===== src/sv/sqmm_pkg.sv =====
// Shared types and constants for the square matrix multiply core.
package sqmm_pkg;

    localparam int DATA_W = 32;
    localparam int IDX_W  = 6;
    localparam int DIM_W  = 7;
    localparam int MODE_W = 2;

    localparam logic [DIM_W-1:0] DIM_RESET = 7'd64;

    localparam logic [MODE_W-1:0] MODE_WR_LEFT  = 2'd0;
    localparam logic [MODE_W-1:0] MODE_WR_RIGHT = 2'd1;
    localparam logic [MODE_W-1:0] MODE_PRODUCT  = 2'd2;

    typedef struct packed {
        logic [MODE_W-1:0]        mode;
        logic [IDX_W-1:0]         row;
        logic [IDX_W-1:0]         col;
        logic signed [DATA_W-1:0] element;
    } in_item_t;

    typedef struct packed {
        logic [IDX_W-1:0]         out_row;
        logic [IDX_W-1:0]         out_col;
        logic signed [DATA_W-1:0] product_value;
    } out_item_t;

    // Commands from the controller to the datapath
    typedef struct packed {
        logic             write_left;
        logic             write_right;
        logic             load;
        logic             issue;
        logic [DIM_W-1:0] k;
    } ctrl_cmd_t;

    // Status from the datapath to the controller
    typedef struct packed {
        logic             req_ok;
        logic [DIM_W-1:0] eff_dim;
    } dp_status_t;

endpackage


===== src/sv/sqmm_ctrl.sv =====
// Controller state machine sequencing writes and dot-product requests.
module sqmm_ctrl
    import sqmm_pkg::*;
(
    input  logic       clk,
    input  logic       rst_n,
    input  logic       start,
    input  logic [MODE_W-1:0] mode,
    input  dp_status_t status,
    output ctrl_cmd_t  cmd,
    output logic       busy,
    output logic       result_valid
);

    localparam logic [1:0] ST_IDLE  = 2'd0;
    localparam logic [1:0] ST_RUN   = 2'd1;
    localparam logic [1:0] ST_DRAIN = 2'd2;
    localparam logic [1:0] ST_DONE  = 2'd3;

    // Last drain step; the accumulator is final when the controller leaves it
    localparam logic [1:0] DRAIN_LAST = 2'd1;

    logic [1:0]       state_reg, state_next;
    logic [DIM_W-1:0] k_reg, k_next;
    logic [1:0]       drain_reg, drain_next;
    logic             accept;

    assign accept = start && (state_reg == ST_IDLE);

    always_comb
    begin
        state_next      = state_reg;
        k_next          = k_reg;
        drain_next      = drain_reg;
        cmd.write_left  = 1'b0;
        cmd.write_right = 1'b0;
        cmd.load        = 1'b0;
        cmd.issue       = 1'b0;
        cmd.k           = k_reg;
        unique case (state_reg)
            ST_IDLE:
            begin
                if (accept)
                begin
                    cmd.write_left  = (mode == MODE_WR_LEFT);
                    cmd.write_right = (mode == MODE_WR_RIGHT);
                    if (mode == MODE_PRODUCT)
                    begin
                        cmd.load = 1'b1;
                        k_next   = '0;
                        // empty or out-of-range request: report zero at once
                        state_next = status.req_ok ? ST_RUN : ST_DONE;
                    end
                end
            end
            ST_RUN:
            begin
                cmd.issue = 1'b1;
                if (k_reg == status.eff_dim - DIM_W'(1))
                begin
                    state_next = ST_DRAIN;
                    drain_next = '0;
                end
                else
                begin
                    k_next = k_reg + DIM_W'(1);
                end
            end
            ST_DRAIN:
            begin
                if (drain_reg == DRAIN_LAST)
                begin
                    state_next = ST_DONE;
                end
                else
                begin
                    drain_next = drain_reg + 2'd1;
                end
            end
            ST_DONE:
            begin
                state_next = ST_IDLE;
            end
            default:
            begin
                state_next = ST_IDLE;
            end
        endcase
    end

    always_ff @(posedge clk or negedge rst_n)
    begin
        if (!rst_n)
        begin
            state_reg <= ST_IDLE;
            k_reg     <= '0;
            drain_reg <= '0;
        end
        else
        begin
            state_reg <= state_next;
            k_reg     <= k_next;
            drain_reg <= drain_next;
        end
    end

    assign busy         = (state_reg != ST_IDLE);
    assign result_valid = (state_reg == ST_DONE);

endmodule


===== config.mk =====
export PLATFORM = sky130hd
export DESIGN_NAME = sqmm_ctrl
export DESIGN_NICKNAME = d
export VERILOG_FILES = /design/src/sv/sqmm_pkg.sv /design/src/sv/sqmm_ctrl.sv
export SDC_FILE = /design/constraint.sdc
export NUM_CORES = 1
export LEC_CHECK = 0
export BUFFER_PORTS_ARGS = -buffer_cell sky130_fd_sc_hd__buf_2
export CAP_MARGIN = 20
export CORE_AREA = 2 2 48 50
export DETAILED_ROUTE_END_ITERATION = 7
export DIE_AREA = 0 0 50 52
export PLACE_DENSITY_LB_ADDON = 0.1
export SYNTH_ARGS = -nofsm -noshare
export SYNTH_HDL_FRONTEND = slang
export SYNTH_SLANG_ARGS = --single-unit
export TNS_END_PERCENT = 100

===== constraint.sdc =====
create_clock -name clk -period 3.1 [get_ports clk]
set_input_delay 0.62 -clock clk [delete_from_list [all_inputs] [get_ports clk]]
set_output_delay 0.62 -clock clk [all_outputs]
set_load 0.05 [all_outputs]

# After elaboration in Yosys (flattened, before gate mapping)
# Cells that the tools add are included.
[totals] register_bits=11 inputBits=13 out_inout_bits=13 wordCells=45
[op_classes] add_sub_neg=3 n_eq_ne=13 muxes=17 reduce_logical=9
[ops] cell="two-way mux 7 bit" n=3
[ops] cell="two-way mux 2 bit" n=7
[ops] cell="case mux 7 bit (2 select lines)" n=1
[ops] cell="!= test 2 bit (second input constant)" n=5
[ops] cell="case mux 2 bit (4 select lines)" n=1
[ops] cell="AND reduction 4 bit" n=2
[ops] cell="adder 7 x 1 -> 7 bit (second input constant)" n=1
[ops] cell="equality test 7 bit" n=1
[ops] cell="subtractor 7 x 1 -> 7 bit (second input constant)" n=1
[ops] cell="equality test 2 x 1 -> 1 bit (second input constant)" n=3
[ops] cell="equality test 2 bit (second input constant)" n=3
[ops] cell="two-way mux 3 bit" n=2
[ops] cell="nonzero test 2 bit" n=3
[ops] cell="zero test 2 bit" n=2
[ops] cell="case mux 2 bit (2 select lines)" n=1
[ops] cell="AND reduction 3 bit" n=1
[ops] cell="adder 2 x 1 -> 2 bit (second input constant)" n=1
[ops] cell="two-way mux 1 bit" n=2
[ops] cell="!= test 2 x 1 -> 1 bit (second input constant)" n=1
[ops] cell="logical AND 1 bit" n=1

# Depth between registers and ports, before layout
# Gate-level depths: netlist of the first run.
[logic_depth] ltp_word=4 mapped_depth=9 mapped_depth_nobuf=8

# Least setup slack after synthesis of the first run
# Ideal clock, no wire load.
[synth_path] kind="input-to-reg" start="input status[0] (netlist name)" end="register k_reg[4]" setup_ns=0.126 arrival_ns=2.656 required_ns=2.974 path_slack_ns=0.318 path_stages=9 n_path_buf=1 cell_sequence="inv_1 -> ha_1 -> xor3_1 -> or4_4 -> a31oi_4 -> o211ai_4 -> and3_4 -> buf_6 -> a311o_1"
[synth_via] elab_chain_len=4
[synth_lines] item="from (decl)" line="sqmm_ctrl.sv:9" source="input dp_status_t status,"
[synth_lines] item="subtractor 7 x 1 -> 7 bit" line="sqmm_ctrl.sv:59" source="if (k_reg == status.eff_dim - DIM_W'(1))"
[synth_lines] item="equality test 7 bit" line="sqmm_ctrl.sv:59"
[synth_lines] item="!= test 2 bit (no source line)"
[synth_lines] item="AND reduction 4 bit (no source line)"
[synth_lines] item="to (signal assigned)" line="sqmm_ctrl.sv:102" source="k_reg <= k_next;"
[synth_lines] item="to (decl)" line="sqmm_ctrl.sv:24" source="logic [DIM_W-1:0] k_reg, k_next;"
# Every way passes these cells.
# A chain may end at the register's enable or synchronous reset.

# Worst setup path after layout of the first run
# Same ends and word-level chain as after synthesis.

==> qor_table.md, run 1 <==
| Parameter | Reported |
| --- | --- |
| Outcome | finished clean |
| Resized Gates After CTS | 0 |
| Highest net fanout along the worst path | 8 |
| DR vias | 1,037 |
| Root buffer selected by CTS | sky130_fd_sc_hd__clkbuf_4 |
| Post-CTS Hold Buffers | 0 |
| Clock net sink count | 11 |
| Initial DRT Pass Iterations | 4 |
| Pin count of the biggest net entering global routing | 12 |
| Max reg flops | 7 |
| Number of top-level design ports | 26 |
| Antenna violations before repair | 0 |
| Setup slack after placement | 88.38 ps |
| Floorplan die height | 52 um |
| Initial cell density of the core | 50.92% |
| Required time reported for the critical path endpoint | 3260 ps |
| Proportion of power drawn by the clock network | 7.8% |
| Per-cell via count in the routed design | 5.994 |
| Final Power | 1.273 mW |
| Worst Max-Slew Pin Slew | 467.7 ps |
| Fin. max-slew vios | 0 |
| Classification of the worst setup path | in -> reg |
| P&R area growth vs syn | 15.64% |
| Tightest hold margin | 202.7 ps |
| RSZ-0062 raised after global routing | false |
| Clock slew at reported path FFs | 70 ps |
| CTS tree | done |
| Share of synthesized flip-flops with an asynchronous set or reset | 100.0% |
| R2r setup slk | 720 ps |
| H-Tree Level Count | 1 |
| Power share of the combinational group | 68.8% |
| Setup Total Neg Slack | 0 ps |
| Maximum clock frequency | 0.3636 GHz |
| Cell area after synthesis | 1072 sq um |
| Via count of the first global-routing pass | 1,001 |
| Total power density per cell area | 1027 nW/um^2 |
| Number of enable-type register cells in the synthesized netlist | 0 |
| Sequential fraction of design power | 23.4% |
| Net count, final | 166 |
| Max-Slew Margin vs Limit | 68.82% |
| Worst-skew pair later-pin latency | 270 ps |
| Buffering stage count on the worst path with inverters included | 2 |
| Main flop type after synthesis | sky130_fd_sc_hd__dfrtp_1 |
| Syn nets | 138 |
| Die Wd | 50 um |
| Number of antenna-violating nets in the routed design | 0 |
| Total Routing Usage GR | 21.31% |
| Sequence of cells on the critical path | buf_2 -> inv_1 -> ha_1 -> xor3_1 -> or4_4 -> a31oi_4 -> o211ai_4 -> and3_4 -> a311o_1 |
| Post-detail-place hpwl | 1.944 mm |
| Antenna diode count | 0 |
| Per-cell routed wire length | 14.57 um |
| Flop and latch count out of synthesis | 11 |
| Avg Cell Area, Syn | 9.087 sq um |
| Switching share of power | 55.97% |
| Core area | 2106 sq um |
| DRT iter0 DRCs | 27 |
| Global placer's final weighted congestion | 0.7977 |
| Sequential-to-total area share from yosys stat | 25.67% |
| Site Rows | 17 |
| Global route total overflow | 0 |
| Number of max-capacitance violations reported | 0 |
| Cell with the largest stage delay on the worst path | sky130_fd_sc_hd__xor3_1 |
| Crit share post-route | 88.73% |
| Post-CTS repair timing setup buffer count | 0 |
| Warnings, synthesis | 0 |
| Final worst-path setup slack | 349.3 ps |
| DIE AREA | 2600 sq um |
| Global-route wire length before repair | 4.174 mm |
| Instance count of the mapped netlist | 118 |
| Number of setup violations in the final report | 0 |
| Final Hold Fails | 0 |
| Detailed-route wire length | 2.520 mm |
| Highest ir drop seen on vdd | 673.3 uV |
| Distinct cells, synth | 45 |
| TritonCTS Buffers | 3 |
| CP delay by family, top | simple AND/OR/NAND/NOR gates |
| Path category of the worst min-delay check | in -> async |
| Type of element capturing the critical path | register |
| Layout cells sized above 1 | 26.21% |
| Slowest stage delay, CP | 450 ps |
| Quantity of I/O buffers inserted on ports | 25 |
| Critical register-to-register path endpoint | k_reg[4] |
| Critical Path Start Type | input port |
| Instance area after placement | 1214 sq um |
| Net switching power | 0.7125 mW |
| Final design area excluding fillers | 1240 sq um |
| Max Buffers Root-to-Sink | 2 |
| Launch instance of the worst register-to-register path | k_reg[6] |
| Int Power | 0.5605 mW |
| CP arrival | 2910 ps |
| DRC viols | 0 |
| Number of cell instances on the worst register-to-register path | 6 |
| Final critical-path required period | 2751 ps |
| Static Leak | 0.6024 nW |
| Fin Clk Skew | 0.5005 ps |
[synth_stat cells (3+ instances only)]
| library cell | number | share of area, % |
|---|---|---|
| sky130_fd_sc_hd__nand2_1 | 4 | 1.4 |
| sky130_fd_sc_hd__a31oi_1 | 4 | 2.3 |
| sky130_fd_sc_hd__nand4_1 | 3 | 1.8 |
| sky130_fd_sc_hd__xor2_1 | 3 | 2.5 |
| sky130_fd_sc_hd__ha_1 | 7 | 8.2 |
| sky130_fd_sc_hd__nor3_1 | 8 | 3.7 |
| sky130_fd_sc_hd__dfrtp_1 | 11 | 26 |
| sky130_fd_sc_hd__nor2_1 | 6 | 2.1 |
| sky130_fd_sc_hd__and3_1 | 4 | 2.3 |
| sky130_fd_sc_hd__nand3_1 | 7 | 3.3 |
| sky130_fd_sc_hd__inv_1 | 13 | 4.6 |
| sky130_fd_sc_hd__xnor2_1 | 5 | 4.1 |
| sky130_fd_sc_hd__nor3b_1 | 3 | 2.1 |
[worst max-delay path by stage]
stage,end,start,cells past startpoint,slack (ps)
after floorplan,k_reg[4],status[0],9,320
after global placement,k_reg[4],status[0],9,140
after detailed placement,k_reg[4],status[0],9,90
after CTS,k_reg[4],status[0],9,350
after global routing,k_reg[4],status[0],9,260
final,k_reg[4],status[0],9,350
[layout by cell type, fill, tap and decap left out, types with 3 or more instances in the layout]
cell	synthesis	layout
sky130_fd_sc_hd__buf_2	0	25
sky130_fd_sc_hd__inv_1	13	13
sky130_fd_sc_hd__dfrtp_1	11	11
sky130_fd_sc_hd__nor3_1	8	8
sky130_fd_sc_hd__nand3_1	7	7
sky130_fd_sc_hd__ha_1	7	7
sky130_fd_sc_hd__nor2_1	6	6
sky130_fd_sc_hd__xnor2_1	5	5
sky130_fd_sc_hd__nand2_1	4	4
sky130_fd_sc_hd__a31oi_1	4	4
sky130_fd_sc_hd__and3_1	4	4
sky130_fd_sc_hd__nor3b_1	3	3
sky130_fd_sc_hd__xor2_1	3	3
sky130_fd_sc_hd__nand4_1	3	3
sky130_fd_sc_hd__clkbuf_4	0	3
[power groups by stage]
stage          Combinational, mW  Sequential, mW  Clock, mW
3_5_place_dp               0.872           0.298          0
5_1_grt                    0.951           0.306      0.109
6_report                   0.876           0.297     0.0996
4_1_cts                    0.877           0.295     0.0981
3_3_place_gp               0.846           0.295          0
2_1_floorplan              0.606           0.396          0
[worst register-to-register path, stage by stage, from the launching register on]
cell,delay (ps)
sky130_fd_sc_hd__dfrtp_1,500
sky130_fd_sc_hd__xor3_1,380
sky130_fd_sc_hd__or4_4,450
sky130_fd_sc_hd__a31oi_4,230
sky130_fd_sc_hd__o211ai_4,140
sky130_fd_sc_hd__and3_4,270
sky130_fd_sc_hd__a311o_1,310
[area by class of cell]
cell class	instances	area (sq um)
inverter	13	48.80
clock buffer	4	26.28
fill	189	865.8
multi-input combinational	91	721.9
timing repair buffer	26	132.6
sequential	11	275.3
tap	28	35.03
[stage by stage]
step | util (%) | instances
global route | 58.88 | 173
CTS | 58.88 | 173
finish | 58.88 | 173
global placement | 57.64 | 169
floorplan | - | 118
detailed placement | 57.64 | 169
[cell families after synthesis]
group                    after synthesis  synth area share [%]
multiplexers                           2                 1.867
flip-flops                            11                 25.67
AO/OA/AOI/OAI                         26                 21.59
XOR/XNOR                              10                 11.32
adder cells (fa/ha/maj)                7                 8.168
AND/OR/NAND/NOR                       46                 24.39
buffers and inverters                 16                 7.001
[metal layers]
| metal | vias to the layer above | track usage (%) | share of wire, % |
|---|---|---|---|
| met5 | - | 0 | 0 |
| met4 | 0 | 11.57 | 2.5 |
| met3 | 8 | 2.299 | 5.0 |
| met2 | 42 | 36.40 | 49 |
| met1 | 492 | 26.27 | 44 |
| li1 | 495 | - | - |
Power figures use the tool's default switching activity.
==> run 2, diff against run 1 <==
ABC_AREA = 1   (was unset)
MAX_ROUTING_LAYER = met4   (was unset)
==> qor_table.md, run 2 <==
| Parameter | Reported | vs previous |
| --- | --- | --- |
| Syn nets | 178 | +29% |
| Global route total overflow | 0 | unchanged |
| Floorplan die height | 52 um | unchanged |
| Maximum clock frequency | 0.4663 GHz | +28% |
| Pin count of the biggest net entering global routing | 12 | unchanged |
| Required time reported for the critical path endpoint | 2480 ps | -780 ps |
| Initial cell density of the core | 49.14% | -1.8 points |
| Antenna diode count | 0 | unchanged |
| H-Tree Level Count | 1 | unchanged |
| Fin. max-slew vios | 0 | unchanged |
| Final critical-path required period | 2145 ps | -606.0 ps |
| Crit share post-route | 69.18% | -20 points |
| Via count of the first global-routing pass | 967 | -3.4% |
| Critical Path Start Type | register |  |
| Highest net fanout along the worst path | 4 | -4 |
| Clock slew at reported path FFs | 80 ps | about the same |
| Fin Clk Skew | 3.417 ps | +2.916 ps |
| Max reg flops | 7 | unchanged |
| Net count, final | 208 | +25% |
| Static Leak | 0.6969 nW | +16% |
| Number of cell instances on the worst register-to-register path | 7 | +1 |
| DRT iter0 DRCs | 11 | -59% |
| Quantity of I/O buffers inserted on ports | 25 | unchanged |
| Classification of the worst setup path | reg -> out |  |
| Total power density per cell area | 712.8 nW/um^2 | -31% |
| Instance count of the mapped netlist | 158 | +34% |
| Detailed-route wire length | 2.264 mm | -10% |
| Non-Filler Instances | 215 | +24% |
| Global-route wire length before repair | 3.857 mm | -7.6% |
| CTS tree | done |  |
| Total Routing Usage GR | 19.84% | -1.5 points |
| Number of antenna-violating nets in the routed design | 0 | unchanged |
| Count of placed standard cells including taps | 211 | +25% |
| RSZ-0062 raised after global routing | false |  |
| CP arrival | 1520 ps | -1390 ps |
| Distinct cells, synth | 20 | -56% |
| Tightest hold margin | 211.2 ps | +8.516 ps |
| Most common cell in the synthesized netlist | sky130_fd_sc_hd__nand2_1 |  |
| Top library cells by usage in the layout, fill and taps aside | sky130_fd_sc_hd__nand2_1, sky130_fd_sc_hd__buf_2, sky130_fd_sc_hd__inv_1 |  |
| Main flop type after synthesis | sky130_fd_sc_hd__dfrtp_1 |  |
| Core area | 2106 sq um | unchanged |
| Global placer's final weighted congestion | 0.7496 | -6.0% |
| Final Hold Fails | 0 | unchanged |
| Warnings, synthesis | 0 | unchanged |
| Flop and latch count out of synthesis | 11 | unchanged |
| P&R area growth vs syn | 18.02% |  |
| Area share of the leading cell type in the synthesized netlist | 26.60% | +0.93 points |
| Setup Total Neg Slack | 0 ps | unchanged |
| Main combinational cell family by area after synthesis | simple AND/OR/NAND/NOR gates |  |
| DRC viols | 0 | unchanged |
| Site Rows | 17 | unchanged |
| DR vias | 1,079 | +4.1% |
| Leading cell types by total area after synthesis | sky130_fd_sc_hd__dfrtp_1, sky130_fd_sc_hd__nand2_1, sky130_fd_sc_hd__ha_1 |  |
| Clock net sink count | 11 | unchanged |
| Adder and majority cell fraction of the synthesized area | 8.464% | +0.30 points |
| Share of synthesized flip-flops with an asynchronous set or reset | 100.0% | unchanged |
| Number of top-level design ports | 26 | unchanged |
| Sequential-to-total area share from yosys stat | 26.60% | +0.93 points |
| Outcome | finished clean |  |
| Fill cell instance count of the final layout | 221 | +17% |
| Cell area after synthesis | 1035 sq um | -3.5% |
| Number of setup violations in the final report | 0 | unchanged |
| Compound-gate portion of the synthesized area | 2.177% | -19 points |
| TritonCTS Buffers | 3 | unchanged |
| Area of the multi-input gates | 676.9 sq um | -6.2% |
| Layout cells sized above 1 | 21.39% | -4.8 points |
| Leading cell type in the layout, fill and taps excluded | sky130_fd_sc_hd__nand2_1 |  |
| Simple logic cell fraction of the synthesized area | 50.54% | +26 points |
| Multiplexer area fraction after synthesis | 0% | -1.9 points |
| Post-CTS repair timing setup buffer count | 0 | unchanged |
| Worst-skew pair later-pin latency | 270 ps | about the same |
| Post-detail-place hpwl | 1.859 mm | -4.4% |
| DIE AREA | 2600 sq um | unchanged |
| Max-Slew Margin vs Limit | 78.43% | +9.6 points |
| Avg Cell Area, Syn | 6.549 sq um | -28% |
| Post-synthesis xor/xnor area fraction | 4.232% | -7.1 points |
| Number of max-capacitance violations reported | 0 | unchanged |
| Resized Gates After CTS | 0 | unchanged |
| Die Wd | 50 um | unchanged |
| Per-cell via count in the routed design | 5.019 | -16% |
| Root buffer selected by CTS | sky130_fd_sc_hd__clkbuf_4 |  |
| Per-cell routed wire length | 10.53 um | -28% |
| Seq. cell area | 275.3 sq um | unchanged |
| Post-CTS Hold Buffers | 0 | unchanged |
| Number of enable-type register cells in the synthesized netlist | 0 | unchanged |
| Antenna violations before repair | 0 | unchanged |
| Path category of the worst min-delay check | in -> async |  |
| Library cell with the largest summed area after synthesis | sky130_fd_sc_hd__dfrtp_1 |  |
| Initial DRT Pass Iterations | 4 | unchanged |
| Highest ir drop seen on vdd | 620.3 uV | -7.9% |
| Synth top cells by count | sky130_fd_sc_hd__nand2_1, sky130_fd_sc_hd__inv_1, sky130_fd_sc_hd__nand3_1 |  |
| Type of element capturing the critical path | output pin |  |
| Max Buffers Root-to-Sink | 2 | unchanged |
| Worst Max-Slew Pin Slew | 322.7 ps | -145.0 ps |
==> run 2: where the power goes <==
| group | internal [mW] | total (mW) | switching [mW] | leakage, nW |
|---|---|---|---|---|
| clock | 0.0497 | 0.0995 | 0.0498 | 0.0150 |
| combinational | 0.150 | 0.551 | 0.400 | 0.533 |
| sequential | 0.179 | 0.220 | 0.0414 | 0.149 |
==> run 2: per-stage QoR <==
stage	area [sq um]	power, mW	worst slack (ps)	utilization (%)
floorplan	1035	0.6514	701.7	-
global placement	1195	0.7589	1021	56.74
detailed placement	1195	0.7746	985.1	56.74
CTS	1221	0.8769	955.8	57.99
global route	1221	0.9474	861.9	57.99
finish	1221	0.8704	955.3	57.99
==> run 2: path summary, 6_finish.rpt <==
check	slack, ps	start	end
setup / recovery	960	state_reg[0]	cmd[9]
hold / removal	210	rst_n	state_reg[1]
setup reg to reg	1350	state_reg[1]	k_reg[5]
hold reg to reg	470	drain_reg[1]	drain_reg[1]
max in group asynchronous	2680	rst_n	k_reg[4]
min in group clk	470	drain_reg[1]	drain_reg[1]
==> run 2: critical path, cell delays in order, from the launching register on <==
cell,delay (ps)
sky130_fd_sc_hd__dfrtp_1,430
sky130_fd_sc_hd__inv_1,100
sky130_fd_sc_hd__ha_1,210
sky130_fd_sc_hd__nand2_1,80
sky130_fd_sc_hd__nor3_1,140
sky130_fd_sc_hd__buf_2,290
==> run 2: final cells by class <==
cell class / count / share of cell area, %
multi-input cells: 125 / 55.43
flip-flops and latches: 11 / 22.54
repair buffers: 25 / 10.25
inverters: 22 / 6.762
well taps: 28 / 2.869
clock buffers: 4 / 2.152
==> run 2: logic make-up (layout without fill, tap and decap cells) <==
group / after synthesis / in the layout
compound gates: 4 / 4
xor+xnor: 5 / 5
fa+ha+maj: 7 / 7
buf+inv: 22 / 51
flops: 11 / 11
simple gates: 109 / 109
==> run 2: per-layer routing <==
| layer | vias to the layer above | routed length, um | GRT usage, % |
|---|---|---|---|
| li1 | 564 | - | - |
| met1 | 494 | 979 | 20.61 |
| met2 | 19 | 1205 | 38.16 |
| met3 | 2 | 63 | 2.586 |
| met4 | 0 | 15 | 6.944 |
| met5 | - | 0 | - |
